<file path="src/hdl/fwr_pkg.sv">
`timescale 1ns / 1ps
`default_nettype none

package fwr_pkg;

    // Frame delimiters
    localparam logic [7:0] HEAD_BYTE = 8'h12;
    localparam logic [7:0] TAIL_BYTE = 8'h5B;

    // Field widths fixed by the result format
    localparam int OFFSET_W = 5;
    localparam int WORDS_W  = 4;
    // offset + 2 * index + 1 fits here
    localparam int ADDR_EXT_W = 6;

    // Configuration register indexes
    typedef enum logic [1:0] {
        CFG_FIRST_OFFSET  = 2'd0,
        CFG_FIRST_WORDS   = 2'd1,
        CFG_SECOND_OFFSET = 2'd2,
        CFG_SECOND_WORDS  = 2'd3
    } t_cfg_index;

    // Group status codes
    typedef enum logic [2:0] {
        STAT_NORMAL    = 3'd0,
        STAT_NOT_FOUND = 3'd1,
        STAT_LOST      = 3'd2,
        STAT_DROPPED   = 3'd3,
        STAT_IDLE      = 3'd4
    } t_status;

    // Result kinds
    typedef enum logic [1:0] {
        KIND_STATUS = 2'd0,
        KIND_FIRST  = 2'd1,
        KIND_SECOND = 2'd2
    } t_kind;

    // Sequencer states
    typedef enum logic [1:0] {
        S_IDLE,
        S_READ,
        S_USE,
        S_JUDGE
    } t_state;

    // One result beat
    typedef struct packed {
        t_kind       kind;
        logic [3:0]  word_index;
        logic [15:0] word_value;
        t_status     first_status;
        t_status     second_status;
        logic        last;
    } t_result;

    // Re-evaluate a group status; a dropped frame holds until a frame closes
    function automatic t_status judge(input t_status code, input logic zero,
                                      input logic seen);
        t_status res;
        res = code;
        if (code != STAT_DROPPED) begin
            if (zero) begin
                res = seen ? STAT_LOST : STAT_NOT_FOUND;
            end else begin
                res = STAT_NORMAL;
            end
        end
        return res;
    endfunction

endpackage

`default_nettype wire

</file>
<file path="src/hdl/fwr_byte_if.sv">
`timescale 1ns / 1ps
`default_nettype none

interface fwr_byte_if;
    logic       valid;
    logic       ready;
    logic [7:0] rx_byte;

    modport source (output valid, output rx_byte, input ready);
    modport sink   (input valid, input rx_byte, output ready);
endinterface

`default_nettype wire

</file>
<file path="src/hdl/fwr_res_if.sv">
`timescale 1ns / 1ps
`default_nettype none

interface fwr_res_if;
    logic        valid;
    logic        ready;
    logic [1:0]  kind;
    logic [3:0]  word_index;
    logic [15:0] word_value;
    logic [2:0]  first_status;
    logic [2:0]  second_status;
    logic        last;

    modport source (output valid, output kind, output word_index, output word_value,
                    output first_status, output second_status, output last,
                    input ready);
    modport sink   (input valid, input kind, input word_index, input word_value,
                    input first_status, input second_status, input last,
                    output ready);
endinterface

`default_nettype wire

</file>
<file path="src/hdl/fwr_ram.sv">
`timescale 1ns / 1ps
`default_nettype none

module fwr_ram #(
    parameter int WIDTH = 8,
    parameter int DEPTH = 32
) (
    input  wire logic                     i_clk,
    input  wire logic                     i_we,
    input  wire logic [$clog2(DEPTH)-1:0] i_waddr,
    input  wire logic [WIDTH-1:0]         i_wdata,
    input  wire logic                     i_re,
    input  wire logic [$clog2(DEPTH)-1:0] i_raddr,
    output logic      [WIDTH-1:0]         o_rdata
);

    logic [WIDTH-1:0] r_mem [DEPTH];
    logic [WIDTH-1:0] r_rdata;

    // Write port
    always_ff @(posedge i_clk) begin
        if (i_we) begin
            r_mem[i_waddr] <= i_wdata;
        end
    end

    // Registered read; data holds while no read is issued
    always_ff @(posedge i_clk) begin
        if (i_re) begin
            r_rdata <= r_mem[i_raddr];
        end
    end

    assign o_rdata = r_rdata;

endmodule

`default_nettype wire

</file>
<file path="src/hdl/framed_word_receiver_with_status.sv">
`timescale 1ns / 1ps
`default_nettype none

// Framed word receiver. Bytes enter on i_rx one beat each; frames open with
// 0x12 and close with 0x5B. Every byte of a frame is written into a byte RAM.
// A byte that does not start a readout gives one status beat on o_res in the
// cycle after it is taken. A closing byte with words to report starts a readout:
// a scan pass reads every group byte to find whether each group is all
// zero, a judge state settles the statuses, then an emit pass reads the
// bytes again and sends one beat per word. The single RAM port and its
// registered read pace the readout. i_rx is held off during the readout.
// A stalled o_res holds its beat and stops i_rx and the readout until
// taken. Buffer bytes never written in the current frame read as zero
// through the fill count, so no clearing pass is needed. Reset clears the
// frame state and the configuration and sets both statuses to not
// evaluated. Configuration is written through i_cfg_we/i_cfg_index/i_cfg_data.
module framed_word_receiver_with_status #(
    parameter int BUF_BYTES = 32,
    parameter int MAX_WORDS = 10
) (
    input  wire logic       i_clk,
    input  wire logic       i_rst_n,
    input  wire logic       i_cfg_we,
    input  wire logic [1:0] i_cfg_index,
    input  wire logic [4:0] i_cfg_data,
    fwr_byte_if.sink        i_rx,
    fwr_res_if.source       o_res
);

    localparam int AW = $clog2(BUF_BYTES);
    localparam int CW = $clog2(BUF_BYTES + 1);

    // Configuration
    logic [fwr_pkg::OFFSET_W-1:0] r_first_offset, r_second_offset;
    logic [fwr_pkg::WORDS_W-1:0]  r_first_words, r_second_words;

    // Frame and status state
    fwr_pkg::t_state  r_state, n_state;
    logic             r_in_frame, n_in_frame;
    logic [CW-1:0]    r_count, n_count;
    logic             r_first_zero, n_first_zero;
    logic             r_second_zero, n_second_zero;
    logic             r_first_seen, n_first_seen;
    logic             r_second_seen, n_second_seen;
    fwr_pkg::t_status r_first_code, n_first_code;
    fwr_pkg::t_status r_second_code, n_second_code;

    // Readout position
    logic                        r_emit, n_emit;
    logic                        r_grp, n_grp;
    logic [fwr_pkg::WORDS_W-1:0] r_idx, n_idx;
    logic                        r_lo, n_lo;
    logic [7:0]                  r_hi_byte, n_hi_byte;
    logic                        r_rd_ok;

    // Output register
    logic             r_ov, n_ov;
    fwr_pkg::t_result r_out, n_out;

    // RAM signals
    logic          ram_we, ram_re;
    logic [AW-1:0] ram_raddr;
    logic [7:0]    ram_rdata;

    // Decode helpers
    logic [fwr_pkg::WORDS_W-1:0]    n1, n2, cur_n;
    logic [fwr_pkg::OFFSET_W-1:0]   cur_off;
    logic [fwr_pkg::ADDR_EXT_W-1:0] rd_addr_ext;
    logic                           rd_ok;
    logic [7:0]                     rd_byte;
    logic                           word_done, pos_end;
    logic                           out_free, rx_accept;
    logic                           is_head, store, stray, close, ovf, empty_grp;
    logic                           start_grp;
    fwr_pkg::t_status               f_code_in, s_code_in;
    logic                           f_zero_in, s_zero_in;

    // Clamp word counts
    assign n1 = (int'(r_first_words) > MAX_WORDS)
                ? fwr_pkg::WORDS_W'(MAX_WORDS) : r_first_words;
    assign n2 = (int'(r_second_words) > MAX_WORDS)
                ? fwr_pkg::WORDS_W'(MAX_WORDS) : r_second_words;

    // Current read address and its fill-count check
    assign cur_off     = r_grp ? r_second_offset : r_first_offset;
    assign cur_n       = r_grp ? n2 : n1;
    assign rd_addr_ext = {1'b0, cur_off} + {1'b0, r_idx, 1'b0}
                         + fwr_pkg::ADDR_EXT_W'(r_lo);
    assign rd_ok       = int'(rd_addr_ext) < int'(r_count);
    assign ram_re      = (r_state == fwr_pkg::S_READ);
    assign ram_raddr   = rd_ok ? AW'(rd_addr_ext) : '0;
    assign rd_byte     = r_rd_ok ? ram_rdata : 8'h00;

    assign word_done = (r_idx + 4'd1) == cur_n;
    assign pos_end   = r_lo && word_done && (r_grp || (n2 == '0));
    assign start_grp = (n1 == '0);

    // Handshake
    assign out_free    = !r_ov || o_res.ready;
    assign i_rx.ready  = (r_state == fwr_pkg::S_IDLE) && out_free;
    assign rx_accept   = i_rx.valid && i_rx.ready;

    // Classify the incoming byte
    assign is_head   = (i_rx.rx_byte == fwr_pkg::HEAD_BYTE);
    assign store     = is_head || r_in_frame;
    assign stray     = !store;
    assign close     = r_in_frame && !is_head && (i_rx.rx_byte == fwr_pkg::TAIL_BYTE);
    assign ovf       = store && !close && ((int'(r_count) + 1) == BUF_BYTES);
    assign empty_grp = (n1 == '0) && (n2 == '0);

    // Status inputs for a byte taken in idle
    always_comb begin
        if (close) begin
            f_code_in = fwr_pkg::STAT_NORMAL;
            s_code_in = fwr_pkg::STAT_NORMAL;
            f_zero_in = 1'b1;
            s_zero_in = 1'b1;
        end else begin
            f_code_in = (stray || ovf) ? fwr_pkg::STAT_DROPPED : r_first_code;
            s_code_in = (stray || ovf) ? fwr_pkg::STAT_DROPPED : r_second_code;
            f_zero_in = r_first_zero;
            s_zero_in = r_second_zero;
        end
    end

    assign ram_we = rx_accept && store;

    fwr_ram #(
        .WIDTH (8),
        .DEPTH (BUF_BYTES)
    ) u_buf (
        .i_clk   (i_clk),
        .i_we    (ram_we),
        .i_waddr (r_count[AW-1:0]),
        .i_wdata (i_rx.rx_byte),
        .i_re    (ram_re),
        .i_raddr (ram_raddr),
        .o_rdata (ram_rdata)
    );

    // Next state
    always_comb begin
        n_state = r_state;
        unique case (r_state)
            fwr_pkg::S_IDLE: begin
                if (rx_accept && close && !empty_grp) begin
                    n_state = fwr_pkg::S_READ;
                end
            end
            fwr_pkg::S_READ: begin
                n_state = fwr_pkg::S_USE;
            end
            fwr_pkg::S_USE: begin
                if (!r_emit) begin
                    n_state = pos_end ? fwr_pkg::S_JUDGE : fwr_pkg::S_READ;
                end else if (!r_lo) begin
                    n_state = fwr_pkg::S_READ;
                end else if (out_free) begin
                    n_state = pos_end ? fwr_pkg::S_IDLE : fwr_pkg::S_READ;
                end
            end
            fwr_pkg::S_JUDGE: begin
                n_state = fwr_pkg::S_READ;
            end
        endcase
    end

    // Datapath and outputs
    always_comb begin
        n_in_frame    = r_in_frame;
        n_count       = r_count;
        n_first_zero  = r_first_zero;
        n_second_zero = r_second_zero;
        n_first_seen  = r_first_seen;
        n_second_seen = r_second_seen;
        n_first_code  = r_first_code;
        n_second_code = r_second_code;
        n_emit        = r_emit;
        n_grp         = r_grp;
        n_idx         = r_idx;
        n_lo          = r_lo;
        n_hi_byte     = r_hi_byte;
        n_ov          = r_ov && !o_res.ready;
        n_out         = r_out;

        unique case (r_state)
            fwr_pkg::S_IDLE: begin
                if (rx_accept) begin
                    if (store) begin
                        n_count    = r_count + CW'(1);
                        n_in_frame = 1'b1;
                    end
                    if (close && !empty_grp) begin
                        // start the scan pass with the frame length frozen
                        n_in_frame    = 1'b0;
                        n_first_zero  = 1'b1;
                        n_second_zero = 1'b1;
                        n_emit        = 1'b0;
                        n_grp         = start_grp;
                        n_idx         = '0;
                        n_lo          = 1'b0;
                    end else begin
                        if (close || ovf) begin
                            n_count    = '0;
                            n_in_frame = 1'b0;
                        end
                        n_first_zero  = f_zero_in;
                        n_second_zero = s_zero_in;
                        n_first_code  = fwr_pkg::judge(f_code_in, f_zero_in, r_first_seen);
                        n_second_code = fwr_pkg::judge(s_code_in, s_zero_in, r_second_seen);
                        n_first_seen  = r_first_seen ||
                                        (f_code_in != fwr_pkg::STAT_DROPPED && !f_zero_in);
                        n_second_seen = r_second_seen ||
                                        (s_code_in != fwr_pkg::STAT_DROPPED && !s_zero_in);
                        n_ov                  = 1'b1;
                        n_out.kind            = fwr_pkg::KIND_STATUS;
                        n_out.word_index      = '0;
                        n_out.word_value      = '0;
                        n_out.first_status    = n_first_code;
                        n_out.second_status   = n_second_code;
                        n_out.last            = 1'b1;
                    end
                end
            end
            fwr_pkg::S_READ: begin
            end
            fwr_pkg::S_USE: begin
                if (!r_emit) begin
                    // scan: drop the zero flag of the group on any nonzero byte
                    if (rd_byte != 8'h00) begin
                        if (r_grp) begin
                            n_second_zero = 1'b0;
                        end else begin
                            n_first_zero = 1'b0;
                        end
                    end
                end else if (!r_lo) begin
                    n_hi_byte = rd_byte;
                end else if (out_free) begin
                    n_ov                = 1'b1;
                    n_out.kind          = r_grp ? fwr_pkg::KIND_SECOND : fwr_pkg::KIND_FIRST;
                    n_out.word_index    = r_idx;
                    n_out.word_value    = {r_hi_byte, rd_byte};
                    n_out.first_status  = r_first_code;
                    n_out.second_status = r_second_code;
                    n_out.last          = pos_end;
                    if (pos_end) begin
                        n_count = '0;
                    end
                end

                // advance the read position unless the beat is held or the pass is at its end
                if (!(r_emit && r_lo && !out_free) && !pos_end) begin
                    if (!r_lo) begin
                        n_lo = 1'b1;
                    end else if (!word_done) begin
                        n_idx = r_idx + 4'd1;
                        n_lo  = 1'b0;
                    end else begin
                        n_grp = 1'b1;
                        n_idx = '0;
                        n_lo  = 1'b0;
                    end
                end
            end
            fwr_pkg::S_JUDGE: begin
                // a closed frame clears any drop, then each group is judged
                n_first_code  = fwr_pkg::judge(fwr_pkg::STAT_NORMAL, r_first_zero,
                                               r_first_seen);
                n_second_code = fwr_pkg::judge(fwr_pkg::STAT_NORMAL, r_second_zero,
                                               r_second_seen);
                n_first_seen  = r_first_seen || !r_first_zero;
                n_second_seen = r_second_seen || !r_second_zero;
                n_emit        = 1'b1;
                n_grp         = start_grp;
                n_idx         = '0;
                n_lo          = 1'b0;
            end
        endcase
    end

    // Configuration writes
    always_ff @(posedge i_clk) begin
        if (!i_rst_n) begin
            r_first_offset  <= '0;
            r_first_words   <= '0;
            r_second_offset <= '0;
            r_second_words  <= '0;
        end else if (i_cfg_we) begin
            unique case (fwr_pkg::t_cfg_index'(i_cfg_index))
                fwr_pkg::CFG_FIRST_OFFSET:  r_first_offset  <= i_cfg_data;
                fwr_pkg::CFG_FIRST_WORDS:   r_first_words   <= i_cfg_data[3:0];
                fwr_pkg::CFG_SECOND_OFFSET: r_second_offset <= i_cfg_data;
                fwr_pkg::CFG_SECOND_WORDS:  r_second_words  <= i_cfg_data[3:0];
            endcase
        end
    end

    // Control registers
    always_ff @(posedge i_clk) begin
        if (!i_rst_n) begin
            r_state       <= fwr_pkg::S_IDLE;
            r_in_frame    <= 1'b0;
            r_count       <= '0;
            r_first_zero  <= 1'b1;
            r_second_zero <= 1'b1;
            r_first_seen  <= 1'b0;
            r_second_seen <= 1'b0;
            r_first_code  <= fwr_pkg::STAT_IDLE;
            r_second_code <= fwr_pkg::STAT_IDLE;
            r_ov          <= 1'b0;
        end else begin
            r_state       <= n_state;
            r_in_frame    <= n_in_frame;
            r_count       <= n_count;
            r_first_zero  <= n_first_zero;
            r_second_zero <= n_second_zero;
            r_first_seen  <= n_first_seen;
            r_second_seen <= n_second_seen;
            r_first_code  <= n_first_code;
            r_second_code <= n_second_code;
            r_ov          <= n_ov;
        end
    end

    // Payload and readout position registers
    always_ff @(posedge i_clk) begin
        r_emit    <= n_emit;
        r_grp     <= n_grp;
        r_idx     <= n_idx;
        r_lo      <= n_lo;
        r_hi_byte <= n_hi_byte;
        r_out     <= n_out;
        if (ram_re) begin
            r_rd_ok <= rd_ok;
        end
    end

    // Drive the result channel
    assign o_res.valid         = r_ov;
    assign o_res.kind          = r_out.kind;
    assign o_res.word_index    = r_out.word_index;
    assign o_res.word_value    = r_out.word_value;
    assign o_res.first_status  = r_out.first_status;
    assign o_res.second_status = r_out.second_status;
    assign o_res.last          = r_out.last;

    // Word beats always carry a judged status
    a_word_status : assert property (@(posedge i_clk) disable iff (!i_rst_n)
        (r_ov && r_out.kind != fwr_pkg::KIND_STATUS) |->
        (r_out.first_status != fwr_pkg::STAT_DROPPED &&
         r_out.first_status != fwr_pkg::STAT_IDLE &&
         r_out.second_status != fwr_pkg::STAT_DROPPED &&
         r_out.second_status != fwr_pkg::STAT_IDLE))
        else $error("word beat with unjudged status");

    // Readout only runs on a closed frame with a nonzero frozen length
    a_readout_frame : assert property (@(posedge i_clk) disable iff (!i_rst_n)
        (r_state != fwr_pkg::S_IDLE) |-> (!r_in_frame && r_count != '0))
        else $error("readout without a closed frame");

    // A stray byte reports both groups dropped on the next beat
    a_stray_drop : assert property (@(posedge i_clk) disable iff (!i_rst_n)
        (rx_accept && stray) |=>
        (o_res.valid && o_res.first_status == fwr_pkg::STAT_DROPPED &&
         o_res.second_status == fwr_pkg::STAT_DROPPED && o_res.last))
        else $error("stray byte not reported as dropped");

    // The buffer is written only while idle, never during a readout
    a_write_idle : assert property (@(posedge i_clk) disable iff (!i_rst_n)
        ram_we |-> (r_state == fwr_pkg::S_IDLE && !ram_re))
        else $error("buffer write overlaps readout");

endmodule

`default_nettype wire
</file>
<file path="src/flat_wrapper.sv">
// flat-port wrapper written by rule: the top's interface ports become plain ports
module framed_word_receiver_with_status_flat 
#(
    parameter int BUF_BYTES = 32,
    parameter int MAX_WORDS = 10
)
  (i_clk, i_rst_n, i_cfg_we, i_cfg_index, i_cfg_data, i_rx_valid, i_rx_rx_byte, i_rx_ready, o_res_valid, o_res_kind, o_res_word_index, o_res_word_value, o_res_first_status, o_res_second_status, o_res_last, o_res_ready);
  fwr_byte_if i_rx_i ();
  fwr_res_if o_res_i ();
  input  wire logic i_clk;
  input  wire logic i_rst_n;
  input  wire logic i_cfg_we;
  input  wire logic [1:0] i_cfg_index;
  input  wire logic [4:0] i_cfg_data;
  input wire logic [$bits(i_rx_i.valid)-1:0] i_rx_valid;
  input wire logic [$bits(i_rx_i.rx_byte)-1:0] i_rx_rx_byte;
  output wire logic [$bits(i_rx_i.ready)-1:0] i_rx_ready;
  output wire logic [$bits(o_res_i.valid)-1:0] o_res_valid;
  output wire logic [$bits(o_res_i.kind)-1:0] o_res_kind;
  output wire logic [$bits(o_res_i.word_index)-1:0] o_res_word_index;
  output wire logic [$bits(o_res_i.word_value)-1:0] o_res_word_value;
  output wire logic [$bits(o_res_i.first_status)-1:0] o_res_first_status;
  output wire logic [$bits(o_res_i.second_status)-1:0] o_res_second_status;
  output wire logic [$bits(o_res_i.last)-1:0] o_res_last;
  input wire logic [$bits(o_res_i.ready)-1:0] o_res_ready;
  assign i_rx_i.valid = i_rx_valid;
  assign i_rx_i.rx_byte = i_rx_rx_byte;
  assign i_rx_ready = i_rx_i.ready;
  assign o_res_valid = o_res_i.valid;
  assign o_res_kind = o_res_i.kind;
  assign o_res_word_index = o_res_i.word_index;
  assign o_res_word_value = o_res_i.word_value;
  assign o_res_first_status = o_res_i.first_status;
  assign o_res_second_status = o_res_i.second_status;
  assign o_res_last = o_res_i.last;
  assign o_res_i.ready = o_res_ready;
  framed_word_receiver_with_status #(.BUF_BYTES(BUF_BYTES), .MAX_WORDS(MAX_WORDS)) u_core (.i_clk(i_clk), .i_rst_n(i_rst_n), .i_cfg_we(i_cfg_we), .i_cfg_index(i_cfg_index), .i_cfg_data(i_cfg_data), .i_rx(i_rx_i), .o_res(o_res_i));
endmodule
</file>
<file path="config.mk">
export PLATFORM = sky130hd
export DESIGN_NAME = framed_word_receiver_with_status_flat
export DESIGN_NICKNAME = d
export VERILOG_FILES = /design/src/hdl/fwr_pkg.sv /design/src/hdl/fwr_byte_if.sv /design/src/hdl/fwr_res_if.sv /design/src/hdl/fwr_ram.sv /design/src/hdl/framed_word_receiver_with_status.sv /design/src/flat_wrapper.sv
export SDC_FILE = /design/constraint.sdc
export NUM_CORES = 1
export LEC_CHECK = 0
export BUFFER_PORTS_ARGS = -buffer_cell sky130_fd_sc_hd__clkbuf_2
export CAP_MARGIN = 20
export CORE_MARGIN = 3
export CORE_UTILIZATION = 25
export DETAILED_ROUTE_END_ITERATION = 7
export PLACE_DENSITY = 0.44
export SYNTH_ARGS = -nofsm -noshare
export SYNTH_HDL_FRONTEND = slang
export SYNTH_SLANG_ARGS = --single-unit
</file>
<file path="constraint.sdc">
create_clock -name i_clk -period 13.1 [get_ports i_clk]
set_input_delay 3.93 -clock i_clk [delete_from_list [all_inputs] [get_ports i_clk]]
set_output_delay 3.93 -clock i_clk [all_outputs]
set_load 0.01 [all_outputs]
</file>
* After elaboration in Yosys (flattened, before gate mapping)
Memories as Yosys holds them, arrays and structs flattened. A register that Yosys moved wholly into a read port is not among the register bits.
Index checks and enable logic that the tools add are counted.
** Operators by class
- Add/subtract/negate cells :: 5
- Magnitude comparators :: 3
- Equal/unequal tests :: 27
- Multiplexer cells :: 96
- Bitwise gates (word level) :: 1
- Reductions and logical operators :: 66
** Operators with widths (count)
- 2-to-1 mux 29 bit :: 5
- case mux 29 bit (2 select lines) :: 1
- 2-to-1 mux 6 bit :: 8
- 2-to-1 mux 3 bit :: 14
- 2-to-1 mux 1 bit :: 36
- equality test 32 x 7 -> 1 bit, second input constant :: 1
- 2-to-1 mux 4 bit :: 8
- logical AND 1 bit :: 19
- != test 2 x 1 -> 1 bit, second input constant :: 9
- AND reduction 6 bit :: 3
- 2-to-1 mux 2 bit :: 8
- AND reduction 5 bit :: 3
- zero test 1 bit :: 13
- case mux 1 bit (2 select lines) :: 6
- case mux 3 bit (2 select lines) :: 2
- case mux 4 bit (3 select lines) :: 1
- case mux 6 bit (2 select lines) :: 1
- AND reduction 3 bit :: 4
- 2-to-1 mux 5 bit :: 2
- != test 2 bit, second input constant :: 5
- AND reduction 2 bit :: 5
- logical OR 1 bit :: 9
- equality test 2 bit, second input constant :: 4
- equality test 8 x 5 -> 1 bit, second input constant :: 1
- other kinds (22) :: 30
** Word-level totals
- Register bits :: 83
- Memory bits (writable) :: 256
- Word-level logic and storage cells :: 225
- Memories :: 1
** Memory list
- u_core.u_buf.r_mem :: depth 32, bits a word 8, read ports 1, clocked after memory_dff 1, write ports 1, RTL line fwr_ram.sv:17 : logic [WIDTH-1:0] r_mem [DEPTH];

* Depth between registers and ports, before layout
Gate-level depths: netlist of run 1.
- Depth after elaboration :: 16
- Depth in mapped cells :: 19
- Depth with buffers taken out :: 15

* Cells and area by module
Synthesis of run 1 repeated with hierarchy kept, for this count alone.
** Second synthesis, totals
- Cell total of the unflattened synthesis :: 835
- Area total of the unflattened synthesis :: 14497.7 µm²
** By module, submodules not included
- fwr_ram :: times used 1, cells an instance 417, area an instance 10133.5 µm², seq. area each 7927.6 µm²
- framed_word_receiver_with_status :: times used 1, cells an instance 418, area an instance 4364.2 µm², seq. area each 2112.0 µm²

* Worst setup path after synthesis of run 1
OpenSTA, ideal clock, no wires.
- Kind :: input -> output
- Start point :: input port o_res_ready
- End point :: output port i_rx_ready
- Data arrival time :: 4259 ps
- Path slack :: 4911 ps
- Stages :: 2
- Buffers on the path :: 0
- Cell sequence :: nand2b_1 and2_1
** On the way
- Word-level cells in the longest chain between the ends :: 2
** RTL lines
- start, declared :: RTL line flat_wrapper.sv:25 : input wire logic [$bits(o_res_i.ready)-1:0] o_res_ready;
- logical OR 1 bit :: RTL line framed_word_receiver_with_status.sv:99 : assign out_free = !r_ov || o_res.ready;
- logical AND 1 bit :: RTL line framed_word_receiver_with_status.sv:100 : assign i_rx.ready = (r_state == fwr_pkg::S_IDLE) && out_free;
- end, declared :: RTL line flat_wrapper.sv:17 : output wire logic [$bits(i_rx_i.ready)-1:0] i_rx_ready;
Every way passes these cells.

* Worst setup path after layout of run 1
Same ends and word-level chain as after synthesis.

==> impl_metrics.toml, run 1 <==
[logic_synthesis]
most_instantiated_flip_flop_cell_in_the_synthesis_netlist = "edfxtp_1"
avgSynthCellArea_um2 = 13.81
postSynthCellCount = 1087
synth_top_family_by_area = "compound AO/OA/AOI/OAI gates"
synth_compound_area_frac = 0.1040
mappedNetlistNets = 1130
synth-xor-area-share = 0.006670
ys.warnings.count = 0
ys_ff_latch = 347
syn_area_um2 = 15010
synth_enable_flop_cells = 309
synth.distinct_cells = 68
synth-async-reset-ratio = 0
ys_seq_area_frac = 0.6690
synth_mux_area_frac = 0.06945
yosys.area_share.simple = 0.1019
yosys.area_share.adder = 0.01968

[drt]
initialDrtViolationCount = 678
antenna_violating_nets_post_route = 0
avgRoutedWirePerCell_um = 19.80
dr_total_vias = 9184
drt_pre_antenna_iters = 5
route.detailed.drc = 0
totalWireLength_mm = 38.63
routed_via_density = 4.707

[setup_path]
critPathArrivalTime_ns = 4.48
timing.critical_path.cells = "clkbuf_2 > nand2b_1 > and2_1 > clkbuf_2"
crit_slowest_cell = "nand2b_1"
critical_path.startpoint_type = "input pin"
worst_setup_path_startpoint = "o_res_ready"
crit_type = "input pin to output pin"
required_ns = 9.17
r2r_start = "u_core.r_grp"
path_buf_inv = 2
worstPathMaxFanout = 3
timing.critical_path.slowest_cell_delay_ns = 0.17
timing.critical_path.max_delay_family = "simple AND/OR/NAND/NOR gates"
path_common_cell = "clkbuf_2"
worst_setup_path_end_kind = "output pin"

[sta]
drv_slew = 0
timing.slew.headroom = 0.2970
post-route-min-period_ns = 8.413
rsz0062_at_grt = "false"
setup_tns_ns = 0
highest_clock_frequency_the_design_can_meet_ghz = 0.1189
hold-worst-slack_ns = 0.5012
period_share = 0.6422
finalHoldViolations = 0
max_slew.worst_pin.slew_ns = 1.053
setup_viol = 0
clock-skew-final_ns = 0.02813

[clock_network]
post_cts_resized = 0
clk_path_buf_depth = 3
clkSinkCount = 347
cts.root.buffer_cell = "clkbuf_16"
cts.reportedPaths.clkPinSlew_ns = 0.05
post_cts_buffers = 0
numCtsBuffers = 41
clock_network_latency_to_the_later_pin_of_the_worst_skew_pair_ns = 0.57
cts_hold_buf = 0
tritoncts = "done"
cts-htree-levels = 2

[cells_and_area]
seq_area_um2 = 10040
layoutNonFillerInstCount = 1951
fillerInstances = 6058
syn2layout_area_growth_pct = 16.58
multi_input_area_um2 = 4552
nets = 1189
post-route-util = 0.2953
antenna_fix_cells = 0
post_route_cells_drive_above_1_share = 0.1621

[grt]
met2_usage = 0.1901
grt_pass1_vias = 9329
grt_most_used_layer = "met2"
largest_net_degree_at_the_start_of_global_routing = 69
grt_antenna_before_repair = 1
groute.usage.overall = 0.1216
grt.met1_usage = 0.1704
grtUsageMet3 = 0.02493
grt_first_pass_wirelength_mm = 58.91
globalRouteOverflowTotal = 0

[floorplanning]
die_width_um = 251.0
die-height_um = 251.0
core_area_um2 = 59240
initial_utilization = 0.2533
fp.dieArea_um2 = 63000
rows = 89
io_pins = 51

[worst_hold_path]
worstHoldStart = "u_core.r_second_code[2]"
hold_path.class = "register to register"

[power]
power.static_leakage_nw = 6.087
ir_worst_vdd_mv = 0.08504
pwr_density_cell_nw_per_um2 = 148.8
post_layout_total_power_mw = 2.603

[flow_run]
drv.max_cap_violation_count = 0

[placed_design]
port-buffer-count = 50
gp_congestion = 0.7964
hpwlAfterDp_mm = 25.06
total_placed_cells_including_tap_cells = 1875

[outcome]
outcome = "finished clean"
==> report_power, final <==
| part | internal [mW] | switching, mW |
|---|---|---|
| Combinational | 0.0810 | 0.170 |
| Sequential | 1.21 | 0.00368 |
| Clock | 0.664 | 0.471 |
| Total | 1.96 | 0.645 |
==> per-layer routing <==
metal  share of wire  up-vias
li1                -     4293
met1            0.47     4602
met2            0.45      229
met3           0.054       60
met4           0.024        0
met5               0        -
==> logic make-up (layout without fill, tap and decap cells) <==
family                   after synthesis  after routing
XOR/XNOR                               9              9
adder cells (fa/ha/maj)               23             23
flip-flops                           347            347
AO/OA/AOI/OAI                        222            222
buffers and inverters                102            193
multiplexers                          73             73
AND/OR/NAND/NOR                      311            311
==> area by class of cell <==
| class | instances | area share |
|---|---|---|
| tap | 773 | 0.05528 |
| sequential | 347 | 0.5738 |
| inverter | 45 | 0.009655 |
| timing repair buffer | 73 | 0.02389 |
| clock inverter | 28 | 0.01724 |
| clock buffer | 47 | 0.05993 |
| multi-input combinational | 638 | 0.2602 |
==> placed cells by master (no fill, tap or decap), drive strengths merged, types with 11 or more instances in the layout <==
cell type	instances
a211o	11
a21oi	52
a31oi	21
a32oi	11
and2	26
and3	21
buf	23
clkbuf	97
clkinv	19
dfxtp	38
edfxtp	309
ha	22
inv	48
mux2i	40
mux4	24
nand2	81
nand3	29
nor2	78
nor2b	21
nor3	14
o211ai	14
o21ai	33
==> flip-flops by register name, indices dropped and copies added, names as in the netlist, 4 cells and up <==
| register | cells |
|---|---|
| u_core.o_res.word_index | 4 |
| u_core.r_second_words | 4 |
| u_core.u_buf.r_mem | 256 |
| u_core.r_idx | 4 |
| u_core.r_count | 6 |
| u_core.r_hi_byte | 8 |
| u_core.r_first_words | 4 |
| u_core.r_first_offset | 5 |
| u_core.r_second_offset | 5 |
| u_core.u_buf.o_rdata | 8 |
| u_core.o_res.word_value | 16 |
==> metrics by stage <==
step | instance area (µm²) | setup slack [ns]
after floorplan | 15010 | 4.911
after global placement | 16140 | 4.683
after detailed placement | 16140 | 4.687
after CTS | 17490 | 4.683
after global routing | 17500 | 4.629
final | 17500 | 4.687
==> synth_stat cells (4+ instances only) <==
| cell | n | area share |
|---|---|---|
| edfxtp_1 | 309 | 0.62 |
| nand2_1 | 81 | 0.020 |
| nor2_1 | 78 | 0.020 |
| a21oi_1 | 51 | 0.017 |
| inv_1 | 42 | 0.011 |
| mux2i_1 | 40 | 0.027 |
| dfxtp_1 | 38 | 0.051 |
| clkbuf_1 | 34 | 0.0085 |
| o21ai_0 | 30 | 0.010 |
| nand3_1 | 29 | 0.0097 |
| and2_1 | 26 | 0.011 |
| mux4_2 | 24 | 0.036 |
| ha_1 | 22 | 0.018 |
| a31oi_1 | 21 | 0.0088 |
| and3_1 | 21 | 0.0088 |
| nor2b_1 | 21 | 0.0088 |
| nor3_1 | 14 | 0.0047 |
| buf_2 | 13 | 0.0043 |
| o211ai_1 | 13 | 0.0065 |
| a211o_1 | 11 | 0.0064 |
| a32oi_1 | 11 | 0.0064 |
| mux2_2 | 9 | 0.0068 |
| nor4_1 | 9 | 0.0038 |
| o221a_2 | 9 | 0.0068 |
| o22ai_1 | 9 | 0.0038 |
| a22oi_1 | 8 | 0.0040 |
| o311ai_0 | 8 | 0.0047 |
| or4_1 | 8 | 0.0040 |
| a22o_1 | 7 | 0.0041 |
| a211oi_1 | 6 | 0.0030 |
| a21o_1 | 5 | 0.0025 |
| buf_6 | 5 | 0.0038 |
| nand2b_1 | 5 | 0.0021 |
| nor3b_1 | 5 | 0.0025 |
| o31ai_1 | 5 | 0.0025 |
| a41oi_1 | 4 | 0.0023 |
| buf_1 | 4 | 0.0010 |
| or2_2 | 4 | 0.0017 |
| xnor2_1 | 4 | 0.0023 |
==> final timing paths <==
kind	to	slack, ns	cells after the start
min reg2reg	u_core.r_second_code[2]	0.50	2
max	i_rx_ready	4.69	4
max reg2reg	u_core.u_buf.o_rdata[0]	6.87	15
min	u_core.r_second_code[2]	0.50	2
==> worst min-delay path, delay by kind of cell, from the launching register on <==
kind | cells | cell delay [ns]
compound gates | 1 | 0.08
buf+inv | 1 | 0.08
flops | 1 | 0.29
No activity file was read; power rests on OpenSTA's default activity.
==> inputs of run 2 (changes only) <==
--- a/config.mk
+++ b/config.mk
@@ -5,6 +5,7 @@
 export SDC_FILE = /design/constraint.sdc
 export NUM_CORES = 1
 export LEC_CHECK = 0
+export ABC_AREA = 1
 export BUFFER_PORTS_ARGS = -buffer_cell sky130_fd_sc_hd__clkbuf_2
 export CAP_MARGIN = 20
 export CORE_MARGIN = 3
==> constraint.sdc (replaced) <==
create_clock -name i_clk -period 8.4 [get_ports i_clk]
set_input_delay 2.52 -clock i_clk [delete_from_list [all_inputs] [get_ports i_clk]]
set_output_delay 2.52 -clock i_clk [all_outputs]
set_load 0.01 [all_outputs]
==> run 2 against run 1 <==
Net effect:
- sequential cell count stayed put
- synthesized area is 8.2% higher
- sequential share of layout area is 3.7 points lower
- highest routed layer unchanged
- register-to-register slack worse by 4.4 ns
- first-iteration DRC count is 31% higher
==> impl_metrics.toml, run 2 <==
[sta]
hold-worst-slack_ns = 0.4902
max_slew.worst_pin.slew_ns = 0.9442
setup_viol = 0
rsz0062_at_grt = "false"
highest_clock_frequency_the_design_can_meet_ghz = 0.1696
clock-skew-final_ns = 0.02514
post-route-min-period_ns = 5.897
finalHoldViolations = 0
setup_tns_ns = 0
timing.slew.headroom = 0.3683
drv_slew = 0
period_share = 0.7020

[logic_synthesis]
synth_enable_flop_cells = 309
yosys.cell_count.top_type = "nand2_1"
synth.distinct_cells = 31
yosys.area.top_type_share = 0.5715
syn_area_um2 = 16240
ys_top_cells_by_count = "nand2_1, inv_1, edfxtp_1"
ys_seq_area_frac = 0.6184
synth_largest_area_cell = "edfxtp_1"
netlist_top_cells_area = "edfxtp_1, nand2_1, nand3_1"
synth-async-reset-ratio = 0
ys_ff_latch = 347
avgSynthCellArea_um2 = 9.456
most_instantiated_flip_flop_cell_in_the_synthesis_netlist = "edfxtp_1"
mappedNetlistNets = 1760
postSynthCellCount = 1717
ys.warnings.count = 0

[outcome]
outcome = "finished clean"

[placed_design]
port-buffer-count = 50
dpl_cell_area_um2 = 17370
hpwlAfterDp_mm = 28.18
gp_congestion = 0.7808

[cells_and_area]
final_design_area_no_fill_um2 = 18710
post_route_cells_drive_above_1_share = 0.07951
fillerInstances = 6656
seq_area_um2 = 10040
multi_input_area_um2 = 4596
most-common-layout-cells = "nand2_1, inv_1, edfxtp_1"
syn2layout_area_growth_pct = 15.25
largest_register = "u_core.u_buf.r_mem"
post-route-util = 0.2940
nets = 1798
largest_register_ffs = 256
mostFrequentLayoutCell = "nand2_1"
antenna_fix_cells = 0

[worst_hold_path]
hold_path_depth = 2
hold_path.class = "register to register"

[drt]
dr_total_vias = 11810
routed_via_density = 4.487
route.detailed.drc = 0
avgRoutedWirePerCell_um = 17.57
antenna_violating_nets_post_route = 0
initialDrtViolationCount = 889
drt_pre_antenna_iters = 5
totalWireLength_mm = 46.25

[clock_network]
post_cts_buffers = 0
numCtsBuffers = 43
cts_hold_buf = 0
post_cts_resized = 0
cts.reportedPaths.clkPinSlew_ns = 0.06
cts-htree-levels = 2
clk_path_buf_depth = 3
cts.root.buffer_cell = "clkbuf_16"
clkSinkCount = 347
tritoncts = "done"
clock_network_latency_to_the_later_pin_of_the_worst_skew_pair_ns = 0.56

[grt]
grt_first_pass_wirelength_mm = 69.68
grt_antenna_before_repair = 0
groute.usage.overall = 0.1344
largest_net_degree_at_the_start_of_global_routing = 73
globalRouteOverflowTotal = 0
grt_pass1_vias = 11280

[power]
post_layout_total_power_mw = 5.792
ir_worst_vdd_mv = 0.2285
pwr_density_cell_nw_per_um2 = 309.5
power.static_leakage_nw = 7.990

[setup_path]
critPathArrivalTime_ns = 6.20
critical_path.startpoint_type = "register"
timing.critical_path.slowest_cell_delay_ns = 0.79
worst_setup_path_end_kind = "register"
required_ns = 8.71
crit_slowest_cell = "inv_2"
worstPathMaxFanout = 39
path_common_cell = "nand2_1"
crit_type = "register to register"
r2r_cell_count = 25

[floorplanning]
die-height_um = 260.8
fp.dieArea_um2 = 68030
die_width_um = 260.8
core_area_um2 = 63660
io_pins = 51
rows = 92
initial_utilization = 0.2551

[flow_run]
drv.max_cap_violation_count = 0
==> run 2: cell count changes after synthesis, moves of 28 or more <==
cell / delta
inv_1: +291
nand2_1: +278
nand3_1: +224
nand4_1: +95
nor2_1: +47
mux2i_1: -40
buf_2: +31
a21oi_1: -28
==> run 2: kinds of logic (layout without fill, tap and decap cells) <==
kind of cell	after synthesis	in the layout	synth area share
AND/OR/NAND/NOR	848	848	0.2341
buffers and inverters	415	484	0.09980
flip-flops	347	347	0.6184
AO/OA/AOI/OAI	78	78	0.02628
adder cells (fa/ha/maj)	23	23	0.01819
XOR/XNOR	6	6	0.003237
==> run 2: worst paths after layout <==
path	end	startpoint	slack, ns
hold / removal	u_core.r_second_offset[1]	u_core.r_second_offset[1]	0.49
hold reg to reg	u_core.r_second_offset[1]	u_core.r_second_offset[1]	0.49
setup / recovery	u_core.u_buf.o_rdata[1]	u_core.r_grp	2.50
setup reg to reg	u_core.u_buf.o_rdata[1]	u_core.r_grp	2.50
==> run 2: stage by stage <==
stage | cells | worst slack, ns
CTS | 2631 | 2.489
floorplan | 1717 | 3.099
global placement | 2554 | 2.447
finish | 2632 | 2.503
detailed placement | 2555 | 2.493
global route | 2632 | 2.017
==> run 2: layout make-up <==
class / count / share of cell area
Clock buffer: 55 / 0.05991
Inverter: 338 / 0.06780
Clock inverter: 21 / 0.01043
Tap cell: 846 / 0.05657
Multi-Input combinational cell: 955 / 0.2456
Timing Repair Buffer: 70 / 0.02314
Sequential cell: 347 / 0.5365
==> run 2: metal layers <==
layer / track usage / share of wire
met2: 0.2159 / 0.46
met4: 0.03840 / 0.023
met5: 0 / 0
met1: 0.1846 / 0.47
met3: 0.02504 / 0.050
==> run 2: critical path, delay by kind of cell (launching register included) <==
family,cells,cell delay (ns)
AOI/OAI and AO/OA,2,0.20
buffers and inverters,7,1.71
and+or+nand+nor,12,1.87
xor gates and xnor gates,1,0.20
adders and majority gates,3,0.93
DFF,1,0.65
==> run 2: power breakdown <==
group / internal (mW) / switching (mW) / leakage (nW)
sequential: 2.03 / 0.0625 / 3.11
clock: 1.04 / 0.730 / 0.625
combinational: 0.528 / 1.40 / 4.26
==> inputs of run 3 (changes only) <==
==> constraint.sdc (replaced) <==
create_clock -name i_clk -period 5.45 [get_ports i_clk]
set_input_delay 1.635 -clock i_clk [delete_from_list [all_inputs] [get_ports i_clk]]
set_output_delay 1.635 -clock i_clk [all_outputs]
set_load 0.01 [all_outputs]
==> run 3 against run 2 <==
Net effect:
- sequential share of layout area fell by 0.79 points
- critical endpoint is now u_core.u_buf.o_rdata[2]
- setup slack got worse by 2.0 ns
- first-iteration DRC count rose by 12%
- global-route usage rose by 0.73 points
- non-clock buffer count rose by 36
- largest cell class unchanged
==> impl_metrics.toml, run 3 (synthesis gave the netlist of run 2 again) <==
[floorplanning]
rows = 92
core_area_um2 = 63660
die-height_um = 260.8
die_width_um = 260.8
initial_utilization = 0.2551
fp.dieArea_um2 = 68030
io_pins = 51

[clock_network]
tritoncts = "done"
clkSinkCount = 347
clk_path_buf_depth = 3
cts-htree-levels = 2
numCtsBuffers = 41
cts.reportedPaths.clkPinSlew_ns = 0.06
clock_network_latency_to_the_later_pin_of_the_worst_skew_pair_ns = 0.59
post_cts_resized = 0
cts.root.buffer_cell = "clkbuf_16"
post_cts_buffers = 0
cts_hold_buf = 0

[placed_design]
dpl_cell_area_um2 = 17650
port-buffer-count = 50
gp_congestion = 0.8532
pre_cts_ws_ns = 0.5287
hpwlAfterDp_mm = 30.05
total_placed_cells_including_tap_cells = 2591

[drt]
avgRoutedWirePerCell_um = 18.02
drt_pre_antenna_iters = 7
dr_total_vias = 12050
totalWireLength_mm = 47.98
antenna_violating_nets_post_route = 0
initialDrtViolationCount = 995
routed_via_density = 4.526
route.detailed.drc = 0

[power]
power.static_leakage_nw = 8.201
p_sw_frac = 0.3792
p_int_mw = 5.538
seqPwrFrac = 0.362
post_layout_total_power_mw = 8.920
power_switching_mw = 3.382
clkPwrFrac = 0.306
ir_worst_vdd_mv = 0.2753
pwr_density_cell_nw_per_um2 = 469.7
comb_power_share = 0.333

[cells_and_area]
final_design_area_no_fill_um2 = 18990
most-common-layout-cells = "nand2_1, inv_1, edfxtp_1"
layoutNonFillerInstCount = 2663
largest_register_ffs = 256
post-route-util = 0.2984
antenna_fix_cells = 0
nets = 1832
post_route_cells_drive_above_1_share = 0.09631
largest_register = "u_core.u_buf.r_mem"
syn2layout_area_growth_pct = 16.98
mostFrequentLayoutCell = "nand2_1"

[grt]
grt_first_pass_wirelength_mm = 73.56
grt_pass1_vias = 11900
largest_net_degree_at_the_start_of_global_routing = 105
grt_antenna_before_repair = 0
groute.usage.overall = 0.1417
globalRouteOverflowTotal = 0

[setup_path]
path_common_cell = "nand2_1"
timing.critical_path.slowest_cell_delay_ns = 0.61
required_ns = 5.78
worstPathMaxFanout = 104
crit_type = "register to register"
worst_setup_path_end_kind = "register"
critPathArrivalTime_ns = 5.29
critical_path.startpoint_type = "register"
crit_slowest_cell = "edfxtp_1"

[sta]
max_slew.worst_pin.slew_ns = 1.114
post-route-min-period_ns = 4.957
hold-worst-slack_ns = 0.4857
finalHoldViolations = 0
timing.slew.headroom = 0.2570
clock-skew-final_ns = 0.02917
setup_viol = 0
drv_slew = 0
period_share = 0.9096
highest_clock_frequency_the_design_can_meet_ghz = 0.2017
setup_tns_ns = 0
final.setup.worst_slack_ns = 0.4928
rsz0062_at_grt = "false"

[flow_run]
drv.max_cap_violation_count = 0

[outcome]
outcome = "finished clean"

[worst_hold_path]
hold_path.class = "register to register"
-- run 3: worst max-delay path: cells and delay by family (launching register included) --
kind / cells / cell delay, ns
fa+ha+maj: 3 / 0.93
buf+inv: 4 / 0.67
flops: 1 / 0.61
xor+xnor: 1 / 0.19
compound gates: 1 / 0.08
simple gates: 16 / 2.13
-- run 3: final timing paths --
kind	from	endpoint	slack (ns)	cells past startpoint
worst min-delay path	u_core.r_second_offset[3]	u_core.r_second_offset[3]	0.49	2
worst max-delay path	u_core.r_grp	u_core.u_buf.o_rdata[2]	0.49	25
worst max register to register	u_core.r_grp	u_core.u_buf.o_rdata[2]	0.49	25
worst min register to register	u_core.r_second_offset[3]	u_core.r_second_offset[3]	0.49	2
-- run 3: metal layers --
layer | up-vias | wire [µm] | GRT usage
li1 | 5805 | - | -
met1 | 5824 | 21850 | 0.1927
met2 | 345 | 21820 | 0.2268
met3 | 78 | 2990 | 0.02969
met4 | 0 | 1323 | 0.04243
met5 | - | 0 | 0
-- run 3: power groups by stage --
stage	Clock (mW)	Sequential, mW	Combinational (mW)
floorplan	0	3.30	1.92
global placement	0	3.29	2.95
detailed placement	0	3.29	2.95
CTS	2.80	3.23	2.96
global route	2.91	3.25	3.29
finish	2.73	3.23	2.97
-- run 3: layout make-up --
type / instances / area, µm²
Clock buffer: 51 / 1074
Inverter: 338 / 1269
Clock inverter: 20 / 240.2
Sequential cell: 347 / 10040
Timing Repair Buffer: 106 / 715.7
Tap cell: 846 / 1059
Multi-Input combinational cell: 955 / 4596
Fill cell: 6686 / 44660
